**src/sv/mcfp_pkg.sv**
```systemverilog
// ----------------------------------------------------------------------------
// mcfp_pkg
// Shared types and constants of the motion command frame parser.
// ----------------------------------------------------------------------------
package mcfp_pkg;

  // Byte values with a fixed meaning on the serial stream.
  localparam logic [7:0] SYNC_BYTE    = 8'd255;
  localparam logic [7:0] CMD_FIRST    = 8'd1;
  localparam logic [7:0] CMD_LAST     = 8'd4;
  localparam logic [7:0] ESC_ALL      = 8'd15;
  localparam logic [7:0] RESTORE_BYTE = 8'd255;

  // Move kinds as reported on the result channel.
  localparam logic [1:0] KIND_LINE  = 2'd0;
  localparam logic [1:0] KIND_CW    = 2'd1;
  localparam logic [1:0] KIND_CCW   = 2'd2;
  localparam logic [1:0] KIND_RAPID = 2'd3;

  // Configuration register map.
  localparam int unsigned CFG_ADDR_W = 8;
  localparam logic [CFG_ADDR_W-1:0] REG_X_SCALE = 8'd0;
  localparam logic [CFG_ADDR_W-1:0] REG_Y_SCALE = 8'd1;
  localparam logic [7:0] X_SCALE_RST = 8'd105;
  localparam logic [7:0] Y_SCALE_RST = 8'd3;

  // Frame queue between the parser and the result stage.
  localparam int unsigned QUEUE_DEPTH = 2;
  localparam int unsigned QUEUE_PTR_W = $clog2(QUEUE_DEPTH);
  localparam int unsigned QUEUE_CNT_W = $clog2(QUEUE_DEPTH + 1);

  // Parser phase.
  typedef enum logic [2:0] {
    PH_CMD     = 3'd0,
    PH_D1      = 3'd1,
    PH_D2      = 3'd2,
    PH_D3      = 3'd3,
    PH_D4      = 3'd4,
    PH_ESC     = 3'd5,
    PH_DISCARD = 3'd6
  } phase_t;

  // A completed frame with its data bytes already restored.
  typedef struct packed {
    logic [1:0] kind;
    logic [7:0] end_x_b;
    logic [7:0] end_y_b;
    logic [7:0] ctr_x_b;
    logic [7:0] ctr_y_b;
  } frame_t;

endpackage

```
**src/sv/mcfp_byte_if.sv**
```systemverilog
// ----------------------------------------------------------------------------
// mcfp_byte_if
// Valid/ready channel carrying one received byte per item.
// ----------------------------------------------------------------------------
interface mcfp_byte_if;
  logic       valid;
  logic       ready;
  logic [7:0] rx_byte;

  modport source (output valid, output rx_byte, input ready);
  modport sink   (input valid, input rx_byte, output ready);
endinterface

```
**src/sv/mcfp_move_if.sv**
```systemverilog
// ----------------------------------------------------------------------------
// mcfp_move_if
// Valid/ready channel carrying one decoded motion command per item.
// ----------------------------------------------------------------------------
interface mcfp_move_if;
  logic        valid;
  logic        ready;
  logic [1:0]  move_kind;
  logic [15:0] end_x;
  logic [15:0] end_y;
  logic [15:0] center_x;
  logic [15:0] center_y;
  logic [7:0]  point_count;

  modport source (output valid, output move_kind, output end_x, output end_y,
                  output center_x, output center_y, output point_count,
                  input ready);
  modport sink   (input valid, input move_kind, input end_x, input end_y,
                  input center_x, input center_y, input point_count,
                  output ready);
endinterface

```
**src/sv/mcfp_cfg_if.sv**
```systemverilog
// ----------------------------------------------------------------------------
// mcfp_cfg_if
// Valid/ready register write channel: register index and write data.
// ----------------------------------------------------------------------------
interface mcfp_cfg_if;
  logic                            valid;
  logic                            ready;
  logic [mcfp_pkg::CFG_ADDR_W-1:0] addr;
  logic [7:0]                      wdata;

  modport source (output valid, output addr, output wdata, input ready);
  modport sink   (input valid, input addr, input wdata, output ready);
endinterface

```
**src/sv/mcfp_front.sv**
```systemverilog
// ----------------------------------------------------------------------------
// mcfp_front
// Byte parser: tracks the frame phase, collects data bytes and pushes each
// completed, escape-restored frame into the frame queue.
// ----------------------------------------------------------------------------
module mcfp_front (
  input  logic              clk,
  input  logic              rst_n,
  mcfp_byte_if.sink         in_ch,
  output mcfp_pkg::frame_t  push_frame,
  output logic              push_valid,
  input  logic              push_ready
);

  mcfp_pkg::phase_t phase_r, phase_nxt;
  logic [1:0]       kind_r, kind_nxt;
  logic [7:0]       field_r [4];
  logic             accept;
  logic             is_sync;
  logic [7:0]       cmd_m1;
  logic [3:0]       esc;

  // Bytes are taken whenever the queue can hold another frame.
  assign in_ch.ready = push_ready;
  assign accept      = in_ch.valid & in_ch.ready;
  assign is_sync     = (in_ch.rx_byte == mcfp_pkg::SYNC_BYTE);
  assign cmd_m1      = in_ch.rx_byte - mcfp_pkg::CMD_FIRST;

  // Next phase and pending command kind.
  always_comb begin
    phase_nxt = phase_r;
    kind_nxt  = kind_r;
    if (accept) begin
      if (is_sync) begin
        phase_nxt = mcfp_pkg::PH_CMD;
      end else begin
        unique case (phase_r)
          mcfp_pkg::PH_CMD: begin
            if (in_ch.rx_byte >= mcfp_pkg::CMD_FIRST &&
                in_ch.rx_byte <= mcfp_pkg::CMD_LAST) begin
              kind_nxt  = cmd_m1[1:0];
              phase_nxt = mcfp_pkg::PH_D1;
            end else begin
              phase_nxt = mcfp_pkg::PH_DISCARD;
            end
          end
          mcfp_pkg::PH_D1: phase_nxt = mcfp_pkg::PH_D2;
          mcfp_pkg::PH_D2: phase_nxt = mcfp_pkg::PH_D3;
          mcfp_pkg::PH_D3: phase_nxt = mcfp_pkg::PH_D4;
          mcfp_pkg::PH_D4: phase_nxt = mcfp_pkg::PH_ESC;
          default:         phase_nxt = mcfp_pkg::PH_DISCARD;
        endcase
      end
    end
  end

  // Frame output: the escape byte completes the frame.
  always_comb begin
    esc        = (in_ch.rx_byte >= mcfp_pkg::ESC_ALL) ? 4'hF : in_ch.rx_byte[3:0];
    push_valid = accept && !is_sync && (phase_r == mcfp_pkg::PH_ESC);
    push_frame.kind    = kind_r;
    push_frame.end_x_b = esc[3] ? mcfp_pkg::RESTORE_BYTE : field_r[0];
    push_frame.end_y_b = esc[2] ? mcfp_pkg::RESTORE_BYTE : field_r[1];
    push_frame.ctr_x_b = esc[1] ? mcfp_pkg::RESTORE_BYTE : field_r[2];
    push_frame.ctr_y_b = esc[0] ? mcfp_pkg::RESTORE_BYTE : field_r[3];
  end

  // Control state.
  always_ff @(posedge clk) begin
    if (!rst_n) begin
      phase_r <= mcfp_pkg::PH_DISCARD;
      kind_r  <= mcfp_pkg::KIND_LINE;
    end else begin
      phase_r <= phase_nxt;
      kind_r  <= kind_nxt;
    end
  end

  // Data byte capture; every frame writes all four before they are used.
  always_ff @(posedge clk) begin
    if (accept && !is_sync) begin
      unique case (phase_r)
        mcfp_pkg::PH_D1: field_r[0] <= in_ch.rx_byte;
        mcfp_pkg::PH_D2: field_r[1] <= in_ch.rx_byte;
        mcfp_pkg::PH_D3: field_r[2] <= in_ch.rx_byte;
        mcfp_pkg::PH_D4: field_r[3] <= in_ch.rx_byte;
        default: ;
      endcase
    end
  end

endmodule

```
**src/sv/mcfp_queue.sv**
```systemverilog
// ----------------------------------------------------------------------------
// mcfp_queue
// Short first-in first-out queue of completed frames between the parser and
// the result stage.
// ----------------------------------------------------------------------------
module mcfp_queue (
  input  logic              clk,
  input  logic              rst_n,
  input  mcfp_pkg::frame_t  push_frame,
  input  logic              push_valid,
  output logic              push_ready,
  output mcfp_pkg::frame_t  pop_frame,
  output logic              pop_valid,
  input  logic              pop_ready
);

  mcfp_pkg::frame_t                   mem_r [mcfp_pkg::QUEUE_DEPTH];
  logic [mcfp_pkg::QUEUE_PTR_W-1:0]   wr_ptr_r, wr_ptr_nxt;
  logic [mcfp_pkg::QUEUE_PTR_W-1:0]   rd_ptr_r, rd_ptr_nxt;
  logic [mcfp_pkg::QUEUE_CNT_W-1:0]   count_r, count_nxt;
  logic                               do_push;
  logic                               do_pop;

  localparam logic [mcfp_pkg::QUEUE_CNT_W-1:0] FULL_CNT =
    mcfp_pkg::QUEUE_CNT_W'(mcfp_pkg::QUEUE_DEPTH);
  localparam logic [mcfp_pkg::QUEUE_PTR_W-1:0] LAST_PTR =
    mcfp_pkg::QUEUE_PTR_W'(mcfp_pkg::QUEUE_DEPTH - 1);

  assign push_ready = (count_r != FULL_CNT);
  assign pop_valid  = (count_r != '0);
  assign pop_frame  = mem_r[rd_ptr_r];
  assign do_push    = push_valid & push_ready;
  assign do_pop     = pop_valid & pop_ready;

  // Pointer and fill count update.
  always_comb begin
    wr_ptr_nxt = wr_ptr_r;
    rd_ptr_nxt = rd_ptr_r;
    count_nxt  = count_r;
    if (do_push) begin
      wr_ptr_nxt = (wr_ptr_r == LAST_PTR) ? '0 : wr_ptr_r + 1'b1;
    end
    if (do_pop) begin
      rd_ptr_nxt = (rd_ptr_r == LAST_PTR) ? '0 : rd_ptr_r + 1'b1;
    end
    if (do_push && !do_pop) begin
      count_nxt = count_r + 1'b1;
    end else if (do_pop && !do_push) begin
      count_nxt = count_r - 1'b1;
    end
  end

  always_ff @(posedge clk) begin
    if (!rst_n) begin
      wr_ptr_r <= '0;
      rd_ptr_r <= '0;
      count_r  <= '0;
    end else begin
      wr_ptr_r <= wr_ptr_nxt;
      rd_ptr_r <= rd_ptr_nxt;
      count_r  <= count_nxt;
    end
  end

  // Frame storage.
  always_ff @(posedge clk) begin
    if (do_push) begin
      mem_r[wr_ptr_r] <= push_frame;
    end
  end

endmodule

```
**src/sv/mcfp_back.sv**
```systemverilog
// ----------------------------------------------------------------------------
// mcfp_back
// Result stage: scales the frame bytes, works out the point count against
// the previous end point and holds the result in an output register.
// ----------------------------------------------------------------------------
module mcfp_back (
  input  logic              clk,
  input  logic              rst_n,
  input  mcfp_pkg::frame_t  pop_frame,
  input  logic              pop_valid,
  output logic              pop_ready,
  input  logic [7:0]        x_scale,
  input  logic [7:0]        y_scale,
  mcfp_move_if.source       out_ch
);

  logic        out_valid_r;
  logic [1:0]  kind_r;
  logic [15:0] end_x_r, end_y_r, ctr_x_r, ctr_y_r;
  logic [7:0]  count_r;
  logic [7:0]  last_x_r, last_y_r;
  logic        take;
  logic        arc;
  logic [7:0]  dx, dy, dmax, count_nxt;
  logic [15:0] end_x_nxt, end_y_nxt, ctr_x_nxt, ctr_y_nxt;

  // A new frame is taken whenever the output register is free or emptying.
  assign pop_ready = !out_valid_r || out_ch.ready;
  assign take      = pop_valid && pop_ready;

  // Scaling and point count.
  always_comb begin
    arc       = (pop_frame.kind == mcfp_pkg::KIND_CW) ||
                (pop_frame.kind == mcfp_pkg::KIND_CCW);
    end_x_nxt = 16'(pop_frame.end_x_b) * 16'(x_scale);
    end_y_nxt = 16'(pop_frame.end_y_b) * 16'(y_scale);
    ctr_x_nxt = arc ? 16'(pop_frame.ctr_x_b) * 16'(x_scale) : 16'd0;
    ctr_y_nxt = arc ? 16'(pop_frame.ctr_y_b) * 16'(y_scale) : 16'd0;
    dx = (pop_frame.end_x_b > last_x_r) ? pop_frame.end_x_b - last_x_r
                                        : last_x_r - pop_frame.end_x_b;
    dy = (pop_frame.end_y_b > last_y_r) ? pop_frame.end_y_b - last_y_r
                                        : last_y_r - pop_frame.end_y_b;
    dmax = (dx > dy) ? dx : dy;
    if (arc) begin
      count_nxt = 8'd0;
    end else if (dmax == 8'd0) begin
      count_nxt = 8'd1;
    end else begin
      count_nxt = dmax;
    end
  end

  // Control state: output valid flag and previous end bytes.
  always_ff @(posedge clk) begin
    if (!rst_n) begin
      out_valid_r <= 1'b0;
      last_x_r    <= 8'd0;
      last_y_r    <= 8'd0;
    end else begin
      if (take) begin
        out_valid_r <= 1'b1;
        last_x_r    <= pop_frame.end_x_b;
        last_y_r    <= pop_frame.end_y_b;
      end else if (out_ch.ready) begin
        out_valid_r <= 1'b0;
      end
    end
  end

  // Result payload register.
  always_ff @(posedge clk) begin
    if (take) begin
      kind_r  <= pop_frame.kind;
      end_x_r <= end_x_nxt;
      end_y_r <= end_y_nxt;
      ctr_x_r <= ctr_x_nxt;
      ctr_y_r <= ctr_y_nxt;
      count_r <= count_nxt;
    end
  end

  assign out_ch.valid       = out_valid_r;
  assign out_ch.move_kind   = kind_r;
  assign out_ch.end_x       = end_x_r;
  assign out_ch.end_y       = end_y_r;
  assign out_ch.center_x    = ctr_x_r;
  assign out_ch.center_y    = ctr_y_r;
  assign out_ch.point_count = count_r;

endmodule

```
**src/sv/motion_command_frame_parser_unit.sv**
```systemverilog
// ----------------------------------------------------------------------------
// motion_command_frame_parser_unit
// Decodes motion command frames from a received byte stream.
//
// The unit takes one received byte per clock cycle on in_ch while the frame
// queue has room and emits one motion command on out_ch for every completed
// frame (sync 255, command 1..4, four data bytes, escape byte). The frame is
// written into a two-entry frame queue when its escape byte is accepted,
// then moves into the output register that presents its result on out_ch.
// The input only stalls when both queue entries hold frames that the output
// side has not yet taken. Register 0 is the x scale (reset 105) and register 1
// the y scale (reset 3); writes to other indices are ignored, and the scales
// should only be changed while no frame is in flight. There is no start-up
// clearing pass.
// ----------------------------------------------------------------------------
module motion_command_frame_parser_unit (
  input  logic        clk,
  input  logic        rst_n,
  mcfp_byte_if.sink   in_ch,
  mcfp_move_if.source out_ch,
  mcfp_cfg_if.sink    cfg_ch
);

  logic [7:0]       x_scale_r;
  logic [7:0]       y_scale_r;
  mcfp_pkg::frame_t push_frame, pop_frame;
  logic             push_valid, push_ready;
  logic             pop_valid, pop_ready;

  // Configuration registers; the write channel is always ready.
  assign cfg_ch.ready = 1'b1;

  always_ff @(posedge clk) begin
    if (!rst_n) begin
      x_scale_r <= mcfp_pkg::X_SCALE_RST;
      y_scale_r <= mcfp_pkg::Y_SCALE_RST;
    end else if (cfg_ch.valid) begin
      if (cfg_ch.addr == mcfp_pkg::REG_X_SCALE) begin
        x_scale_r <= cfg_ch.wdata;
      end else if (cfg_ch.addr == mcfp_pkg::REG_Y_SCALE) begin
        y_scale_r <= cfg_ch.wdata;
      end
    end
  end

  // Parser front end.
  mcfp_front u_front (
    .clk        (clk),
    .rst_n      (rst_n),
    .in_ch      (in_ch),
    .push_frame (push_frame),
    .push_valid (push_valid),
    .push_ready (push_ready)
  );

  // Frame queue.
  mcfp_queue u_queue (
    .clk        (clk),
    .rst_n      (rst_n),
    .push_frame (push_frame),
    .push_valid (push_valid),
    .push_ready (push_ready),
    .pop_frame  (pop_frame),
    .pop_valid  (pop_valid),
    .pop_ready  (pop_ready)
  );

  // Result stage.
  mcfp_back u_back (
    .clk       (clk),
    .rst_n     (rst_n),
    .pop_frame (pop_frame),
    .pop_valid (pop_valid),
    .pop_ready (pop_ready),
    .x_scale   (x_scale_r),
    .y_scale   (y_scale_r),
    .out_ch    (out_ch)
  );

endmodule

```
**src/flat_wrapper.sv**
```systemverilog
// flat-port wrapper written by rule: the top's interface ports become plain ports
module motion_command_frame_parser_unit_flat 
  (clk, rst_n, in_ch_valid, in_ch_rx_byte, in_ch_ready, out_ch_valid, out_ch_move_kind, out_ch_end_x, out_ch_end_y, out_ch_center_x, out_ch_center_y, out_ch_point_count, out_ch_ready, cfg_ch_valid, cfg_ch_addr, cfg_ch_wdata, cfg_ch_ready);
  mcfp_byte_if in_ch_i ();
  mcfp_move_if out_ch_i ();
  mcfp_cfg_if cfg_ch_i ();
  input  logic clk;
  input  logic rst_n;
  input wire logic [$bits(in_ch_i.valid)-1:0] in_ch_valid;
  input wire logic [$bits(in_ch_i.rx_byte)-1:0] in_ch_rx_byte;
  output wire logic [$bits(in_ch_i.ready)-1:0] in_ch_ready;
  output wire logic [$bits(out_ch_i.valid)-1:0] out_ch_valid;
  output wire logic [$bits(out_ch_i.move_kind)-1:0] out_ch_move_kind;
  output wire logic [$bits(out_ch_i.end_x)-1:0] out_ch_end_x;
  output wire logic [$bits(out_ch_i.end_y)-1:0] out_ch_end_y;
  output wire logic [$bits(out_ch_i.center_x)-1:0] out_ch_center_x;
  output wire logic [$bits(out_ch_i.center_y)-1:0] out_ch_center_y;
  output wire logic [$bits(out_ch_i.point_count)-1:0] out_ch_point_count;
  input wire logic [$bits(out_ch_i.ready)-1:0] out_ch_ready;
  input wire logic [$bits(cfg_ch_i.valid)-1:0] cfg_ch_valid;
  input wire logic [$bits(cfg_ch_i.addr)-1:0] cfg_ch_addr;
  input wire logic [$bits(cfg_ch_i.wdata)-1:0] cfg_ch_wdata;
  output wire logic [$bits(cfg_ch_i.ready)-1:0] cfg_ch_ready;
  assign in_ch_i.valid = in_ch_valid;
  assign in_ch_i.rx_byte = in_ch_rx_byte;
  assign in_ch_ready = in_ch_i.ready;
  assign out_ch_valid = out_ch_i.valid;
  assign out_ch_move_kind = out_ch_i.move_kind;
  assign out_ch_end_x = out_ch_i.end_x;
  assign out_ch_end_y = out_ch_i.end_y;
  assign out_ch_center_x = out_ch_i.center_x;
  assign out_ch_center_y = out_ch_i.center_y;
  assign out_ch_point_count = out_ch_i.point_count;
  assign out_ch_i.ready = out_ch_ready;
  assign cfg_ch_i.valid = cfg_ch_valid;
  assign cfg_ch_i.addr = cfg_ch_addr;
  assign cfg_ch_i.wdata = cfg_ch_wdata;
  assign cfg_ch_ready = cfg_ch_i.ready;
  motion_command_frame_parser_unit u_core (.clk(clk), .rst_n(rst_n), .in_ch(in_ch_i), .out_ch(out_ch_i), .cfg_ch(cfg_ch_i));
endmodule
```
**config.mk**
```make
export PLATFORM = sky130hd
export DESIGN_NAME = motion_command_frame_parser_unit_flat
export DESIGN_NICKNAME = d
export VERILOG_FILES = /design/src/sv/mcfp_pkg.sv /design/src/sv/mcfp_byte_if.sv /design/src/sv/mcfp_move_if.sv /design/src/sv/mcfp_cfg_if.sv /design/src/sv/mcfp_front.sv /design/src/sv/mcfp_queue.sv /design/src/sv/mcfp_back.sv /design/src/sv/motion_command_frame_parser_unit.sv /design/src/flat_wrapper.sv
export SDC_FILE = /design/constraint.sdc
export NUM_CORES = 1
export LEC_CHECK = 0
export ABC_AREA = 0
export BUFFER_PORTS_ARGS = -buffer_cell sky130_fd_sc_hd__buf_2
export CORE_AREA = 2 2 193 176
export CTS_BUF_LIST = sky130_fd_sc_hd__clkbuf_4
export DETAILED_ROUTE_END_ITERATION = 8
export DIE_AREA = 0 0 195 178
export GPL_TIMING_DRIVEN = 0
export PLACE_DENSITY = 0.84
export SYNTH_ARGS = -nofsm -noshare
export SYNTH_HDL_FRONTEND = slang
export SYNTH_SLANG_ARGS = --single-unit
```
**constraint.sdc**
```tcl
create_clock -name clk -period 17 [get_ports clk]
set_clock_uncertainty 0.15 [all_clocks]
set_input_delay 1.7 -clock clk [delete_from_list [all_inputs] [get_ports clk]]
set_output_delay 1.7 -clock clk [all_outputs]
set_load 0.02 [all_outputs]
```
==> results_dict.tcl, run 1 <==
set metrics [dict create \
    power.leakage_uw 0.00912 \
    setup_violations 0 \
    status "finished clean" \
    hold_viol_final 0 \
    viasPerCell 5.40 \
    wl_per_cell_um 16.8 \
    area_growth_pct 10.5 \
    root_buffer "clkbuf_4" \
    post-place-ws_ns 9.04 \
    hp-class "flip-flop to flip-flop" \
    synthesis.area_um2 17800 \
    tightest_slew_ns 1.41 \
    relSlewSlack 0.0501 \
    ys_ff_latch 217 \
    hold_buffers 0 \
    switching_share 0.429 \
    slew_viol_final 0 \
    cts_buffers 57 \
    drtIter0Drc 915 \
    yosysTopAreaCell "edfxtp_1" \
    p_clk_frac 0.179 \
    seqPwrFrac 0.289 \
    rr_worst_depth 20 \
    ys_seq_area_frac 0.342 \
    final_core_util 0.602 \
    final_antenna_net_count 0 \
    arrival_ns 8.20 \
    grt_overflow_total 0 \
    cts.path.max_buffers 3 \
    required_ns 17.31 \
    cts_max_level 2 \
    fp-row-count 63 \
    drcViolationCount 0 \
    cp-start-kind "flip-flop" \
    post_cts_buffers 0 \
    antenna_found_initial 1 \
    synthCells 1674 \
    yosys_warnings 0 \
    totalWireLength_um 38600 \
    p_per_area_nw_per_um2 137 \
    combinationalPowerShare 0.532 \
    vias 12400 \
    core_area_um2 32600 \
    clkLatencyLatePin_ns 0.82 \
    firstDrtPassIters 5 \
    cap_violations 0 \
    setup-tns-final_ns 0 \
    ys_types 65 \
    grt_max_degree 48 \
    grt_pass1_wl_um 63400 \
    syn_area_per_cell_um2 10.6 \
    synth_top_area_frac 0.294 \
    post-route-period-util 0.464 \
    fmax_mhz 127 \
    holdPathStages 0 \
    synth_area_leaders "edfxtp_1 (29%), fa_1 (17%), ha_1 (13%), inv_1 (5.5%), nor2b_1 (5.3%)" \
    post_cts_resized 0 \
    cts.sinks 217 \
    fp.dieH_um 178 \
    fin_ws_ns 9.11 \
    port_buffers 103 \
    crit_type "flip-flop to flip-flop" \
    cts_tree "yes" \
    grt_pass1_vias 12900 \
    pin_count 106 \
    nNetsFinal 2203 \
    drive_gt1_frac 0.124 \
    async_reset_ff_frac 0 \
    gp_congestion 0.890 \
    p_int_uw 1540 \
    net-switching-power_uw 1160 \
    grtUsageTotal 0.230 \
    die_width_um 195 \
    ir_worst_vdd_mv 0.0841 \
    post-dp-hpwl_um 29900 \
    syn_nets 2039 \
    synth_edf_count 174 \
    design.die.area_um2 34700 \
    rsz0062_at_grt "false" \
    clk_pin_slew_ns 0.08 \
    start_util 0.545 \
    ys.flop_type "edfxtp_1" \
    cp_max_fo 10 \
    crit_path_end_kind "flip-flop" \
    timing.final.crit_period_ns 7.89 \
]
==> cells by family (layout without fill, tap and decap cells) <==
logic type                 Yosys count  count (layout)  synth area share
xor gates and xnor gates            51              51            0.0251
other                                1               2          0.000211
and+or+nand+nor                    507             507             0.154
buffers and inverters              314             523            0.0678
adders and majority gates          336             336             0.299
muxes                               69              69            0.0400
DFF                                217             217             0.342
AOI/OAI and AO/OA                  179             179            0.0711
==> state kept, by name (all words and copies together) (netlist names), named ones only <==
signal	cells
u_core.u_back.last_x_r	8
u_core.u_back.last_y_r	8
u_core.u_back.out_ch.center_x	16
u_core.u_back.out_ch.center_y	16
u_core.u_back.out_ch.end_x	16
u_core.u_back.out_ch.end_y	16
u_core.u_back.out_ch.move_kind	2
u_core.u_back.out_ch.point_count	8
u_core.u_back.out_ch.valid	1
u_core.u_front.field_r	32
u_core.u_front.kind_r	2
u_core.u_front.phase_r	3
u_core.u_queue.count_r	2
u_core.u_queue.mem_r	68
u_core.u_queue.rd_ptr_r	1
u_core.u_queue.wr_ptr_r	1
u_core.x_scale_r	8
u_core.y_scale_r	8
==> power groups by stage <==
stage          registers [uW]  logic [uW]  clock network (uW)
6_report                  778        1440                 483
5_1_grt                   789        1590                 520
4_1_cts                   780        1430                 496
3_5_place_dp              790        1420                   0
3_3_place_gp              794        1370                   0
2_1_floorplan             914         918                   0
==> metal layers <==
| metal | GRT usage | up-vias | share of wire | wire length, um |
|---|---|---|---|---|
| met3 | 0.0480 | 69 | 0.062 | 2400 |
| met1 | 0.303 | 6123 | 0.44 | 17200 |
| li1 | - | 5904 | - | - |
| met4 | 0.0767 | 0 | 0.025 | 980 |
| met2 | 0.384 | 351 | 0.47 | 18100 |
| met5 | 0 | - | 0 | 0 |
==> cell usage in the layout, fill, tap and decap left out, types with 43 or more instances in the layout <==
cell type  count
fa_1         148
clkbuf_4      81
inv_1        262
nand2_1      105
buf_2        103
a21oi_1       43
and2_1        79
nor2b_1      151
dfxtp_1       43
edfxtp_1     174
ha_1         188
mux2i_1       54
nor2_1        61
==> final cells by class <==
cell class	instances	area, um2
buffer	49	214
clock buffer	80	601
tap	422	528
timing repair buffer	105	556
multi-input combinational	1143	10500
clock inverter	24	160
inverter	265	995
antenna	1	2.50
fill	2638	13000
sequential	217	6090
==> per-stage QoR <==
| step | hold WS [ns] | instances | total power, uW | cell area, um2 |
|---|---|---|---|---|
| after floorplan | 0.275 | 1674 | 1830 | 17800 |
| final | 0.284 | 2306 | 2700 | 19700 |
| after CTS | 0.290 | 2305 | 2710 | 19600 |
| after global placement | 0.283 | 2199 | 2170 | 18800 |
| after detailed placement | 0.303 | 2201 | 2210 | 18900 |
| after global routing | 0.318 | 2306 | 2900 | 19700 |
==> critical path, cell delays in order, from the launching register on <==
cell and delay, ns:
dfxtp_1 0.31, clkbuf_1 0.43, clkbuf_1 0.67, mux2i_1 1.05
ha_1 0.33, inv_1 0.06, fa_1 0.44, a211oi_2 0.32
o211a_1 0.24, a21o_1 0.20, mux2_2 0.36, mux2i_1 0.35
ha_1 0.32, a21o_1 0.17, a21o_1 0.18, a21oi_1 0.27
nor2_1 0.13, o21bai_1 0.18, or4_1 0.13, a222oi_1 0.21
a2111oi_0 1.04
==> worst paths after layout <==
kind                                  from                                  end  slack, ns
setup / recovery                 flip-flop  u_core.u_back.out_ch.point_count[1]       9.11
hold / removal    u_core.u_front.kind_r[0]          u_core.u_queue.mem_r[0][32]       0.28
setup reg to reg                 flip-flop  u_core.u_back.out_ch.point_count[1]       9.11
hold reg to reg   u_core.u_front.kind_r[0]          u_core.u_queue.mem_r[0][32]       0.28
==> synthesized netlist by cell type, drive strengths merged, types with 35 or more instances <==
cell and count:
dfxtp 43, inv 264, nor2 61, and2 80, edfxtp 174, mux2i 55
fa 148, nand2 105, or3 35, xnor2 36, clkbuf 42, ha 188
a21oi 44, nor2b 152
Note: power is estimated with default switching activity, not from simulation.
==> inputs of run 2 (changes only) <==
- ABC_AREA: 0 -> 1
- PLACE_DENSITY: 0.84 -> 0.86
- clock period: 17 -> 6.45 ns (I/O delays scaled with it)
==> run 2 against run 1 <==
Compared with the run above:
- power grew to 3.4 times the previous value
- wire length grew 9.4%
- critical path depth grew 2
- combinational power grew to 4.0 times the previous value
- area after synthesis grew 0.18%
- utilization grew 0.41 points
- maximum frequency grew 28%
- global-route usage grew 1.7 points
- register-to-register slack lost 8.8 ns
- die area is the same
- critical endpoint is now u_core.u_back.out_ch.center_x[15]
- largest power group unchanged
==> results_dict.tcl, run 2 <==
set metrics [dict create \
    fmax_mhz 162 \
    die_width_um 195 \
    status "finished clean" \
    viasPerCell 5.37 \
    grt_pass1_wl_um 68600 \
    grt_max_degree 31 \
    timing.final.crit_period_ns 6.18 \
    ys_ff_latch 217 \
    design.die.area_um2 34700 \
    grtUsageMet3 0.0539 \
    fp-row-count 63 \
    switching_share 0.487 \
    cts.path.max_buffers 3 \
    relSlewSlack 0.278 \
    hp-class "input port to flip-flop" \
    crit_top_cell "nand2_1" \
    seq_area_um2 6090 \
    start_util 0.546 \
    layout_common_cells "inv_1 (431), nand2_1 (316), nor2_1 (264)" \
    syn_area_per_cell_um2 8.88 \
    cp-start-kind "flip-flop" \
    grtUsageTotal 0.247 \
    cts.sinks 217 \
    ys.flop_type "edfxtp_1" \
    largest_reg_flops 68 \
    synth_top_area_frac 0.293 \
    grt_pass1_vias 14600 \
    ir_worst_vdd_mv 0.349 \
    totalWireLength_um 42300 \
    rsz0062_at_grt "true" \
    antenna_found_initial 3 \
    p_per_area_nw_per_um2 465 \
    post-dp-hpwl_um 32500 \
    synthCells 2005 \
    root_buffer "clkbuf_4" \
    tightest_slew_ns 1.07 \
    gr-usage-met2 0.410 \
    ys_top_cells_by_count "inv_1 (431), nand2_1 (316), nor2_1 (266), ha_1 (188), edfxtp_1 (174)" \
    nNetsFinal 2539 \
    path_cells "buf_2, buf_1, mux2i_1, nor2_1, fa_1, fa_1, inv_1, fa_1, fa_1, inv_1, ha_1, nand3b_1, nand2_1, nand2_1, nand2_1, a21oi_1, o21ai_0, nand2_1, o21bai_1, nand2_1, nand2_1, nor2_1" \
    cap_violations 0 \
    drtIter0Drc 1051 \
    clk_pin_slew_ns 0.07 \
    hold_viol_final 0 \
    net-switching-power_uw 4480 \
    final_common_cell "inv_1" \
    setup_violations 0 \
    firstDrtPassIters 6 \
    area_growth_pct 11.1 \
    fp.dieH_um 178 \
    gp_congestion 0.889 \
    multi_input_area_um2 9970 \
    grt.busiest_layer "met2" \
    pin_count 106 \
    required_ns 6.79 \
    synth_edf_count 174 \
    cp_max_fo 10 \
    post-route-period-util 0.959 \
    drcViolationCount 0 \
    syn_nets 2370 \
    grt.met1_usage 0.302 \
    grt_overflow_total 0 \
    crit_type "flip-flop to flip-flop" \
    largest_register "u_core.u_queue.mem_r" \
    final_antenna_net_count 0 \
    yosysMostFrequentCell "inv_1" \
    cp_slowest_stage_delay_ns 0.81 \
    cts_buffers 56 \
    slew_viol_final 0 \
    setup-tns-final_ns 0 \
    fin_area_um2 19800 \
    core_area_um2 32600 \
    yosys_warnings 0 \
    async_reset_ff_frac 0 \
    power.leakage_uw 0.00991 \
    yosysTopAreaCell "edfxtp_1" \
    largestRegisters "u_core.u_queue.mem_r x68, u_core.u_front.field_r x32" \
    arrival_ns 6.52 \
    combinationalPowerShare 0.633 \
    cts_max_level 2 \
    filler_cell_count 2614 \
    seqPwrFrac 0.232 \
    cts_tree "yes" \
    synthesis.area_um2 17800 \
    cpMaxStageDelayCell "mux2i_1" \
    port_buffers 104 \
    drive_gt1_frac 0.116 \
    clkLatencyLatePin_ns 0.77 \
    vias 14200 \
    synth_area_leaders "edfxtp_1 (29%), fa_1 (17%), ha_1 (13%), inv_1 (9.1%), nand2_1 (6.7%)" \
    wl_per_cell_um 16.0 \
    ys_types 50 \
    place_area_um2 19000 \
    p_clk_frac 0.135 \
    p_int_uw 4720 \
    ys_seq_area_frac 0.342 \
    crit_path_end_kind "flip-flop" \
]
## run 2: cells by family after synthesis
kind of cell | Yosys count | synth area share
AO/OA/AOI/OAI | 225 | 0.0691
XOR/XNOR | 36 | 0.0181
adder cells (fa/ha/maj) | 336 | 0.298
buffers and inverters | 471 | 0.101
flip-flops | 217 | 0.342
multiplexers | 12 | 0.00688
other | 1 | 0.000211
AND/OR/NAND/NOR | 707 | 0.165
## run 2: critical path, delay by kind of cell, from the launching register on
kind	cells	cell delay [ns]
mux	1	0.81
flops	1	0.35
fa+ha+maj	5	2.39
simple gates	9	0.77
compound gates	3	0.72
buf+inv	4	0.75
## run 2: worst paths after layout
check | endpoint | slack (ns) | from | depth (start not counted)
setup reg to reg | u_core.u_back.out_ch.center_x[15] | 0.27 | flip-flop | 22
hold / removal | u_core.x_scale_r[6] | 0.04 | cfg_ch_wdata[6] | 3
setup / recovery | u_core.u_back.out_ch.center_x[15] | 0.27 | flip-flop | 22
hold reg to reg | u_core.u_queue.rd_ptr_r | 0.32 | u_core.u_queue.rd_ptr_r | 1
## run 2: what timing repair did
action / in CTS / in global routing
endpoints found under the hold margin: 2 / 0
buffers inserted: 0 / 0
gates resized for setup: 0 / 1
hold buffers: 2 / 0
setup endpoints to repair: 0 / 3
## run 2: power by group through the flow
| stage | combinational, uW | clock [uW] | sequential, uW |
|---|---|---|---|
| 2_1_floorplan | 4120 | 0 | 2540 |
| 3_3_place_gp | 7620 | 0 | 2330 |
| 3_5_place_dp | 5760 | 0 | 2160 |
| 4_1_cts | 5800 | 1270 | 2140 |
| 5_1_grt | 6610 | 1330 | 2170 |
| 6_report | 5820 | 1240 | 2130 |
## run 2: layout make-up
| cell class | count | share of cell area |
|---|---|---|
| multi-input cells | 1317 | 0.504 |
| flip-flops and latches | 217 | 0.308 |
| inverters | 433 | 0.0823 |
| repair buffers | 111 | 0.0339 |
| clock buffers | 82 | 0.0311 |
| well taps | 422 | 0.0267 |
| plain buffers | 38 | 0.00822 |
| clock inverters | 24 | 0.00613 |
| diodes | 3 | 0.000379 |
## run 2: metrics by stage
| step | utilization | power (uW) | cells | setup slack, ns | hold WS (ns) |
|---|---|---|---|---|---|
| 6_report | 0.606 | 9200 | 2647 | 0.267 | 0.0359 |
| 3_3_place_gp | 0.578 | 9950 | 2531 | -2.73 | 0.285 |
| 2_1_floorplan | - | 6660 | 2005 | 0.148 | 0.276 |
| 3_5_place_dp | 0.583 | 7930 | 2536 | 0.416 | 0.304 |
| 5_1_grt | 0.606 | 10100 | 2647 | -0.0473 | 0.0305 |
| 4_1_cts | 0.606 | 9210 | 2644 | 0.367 | 0.0180 |
## run 2: routing by layer
layer,wire (um),part of all wire
met1,16800,0.40
met2,19700,0.47
met3,3590,0.085
met4,2180,0.052
met5,0,0
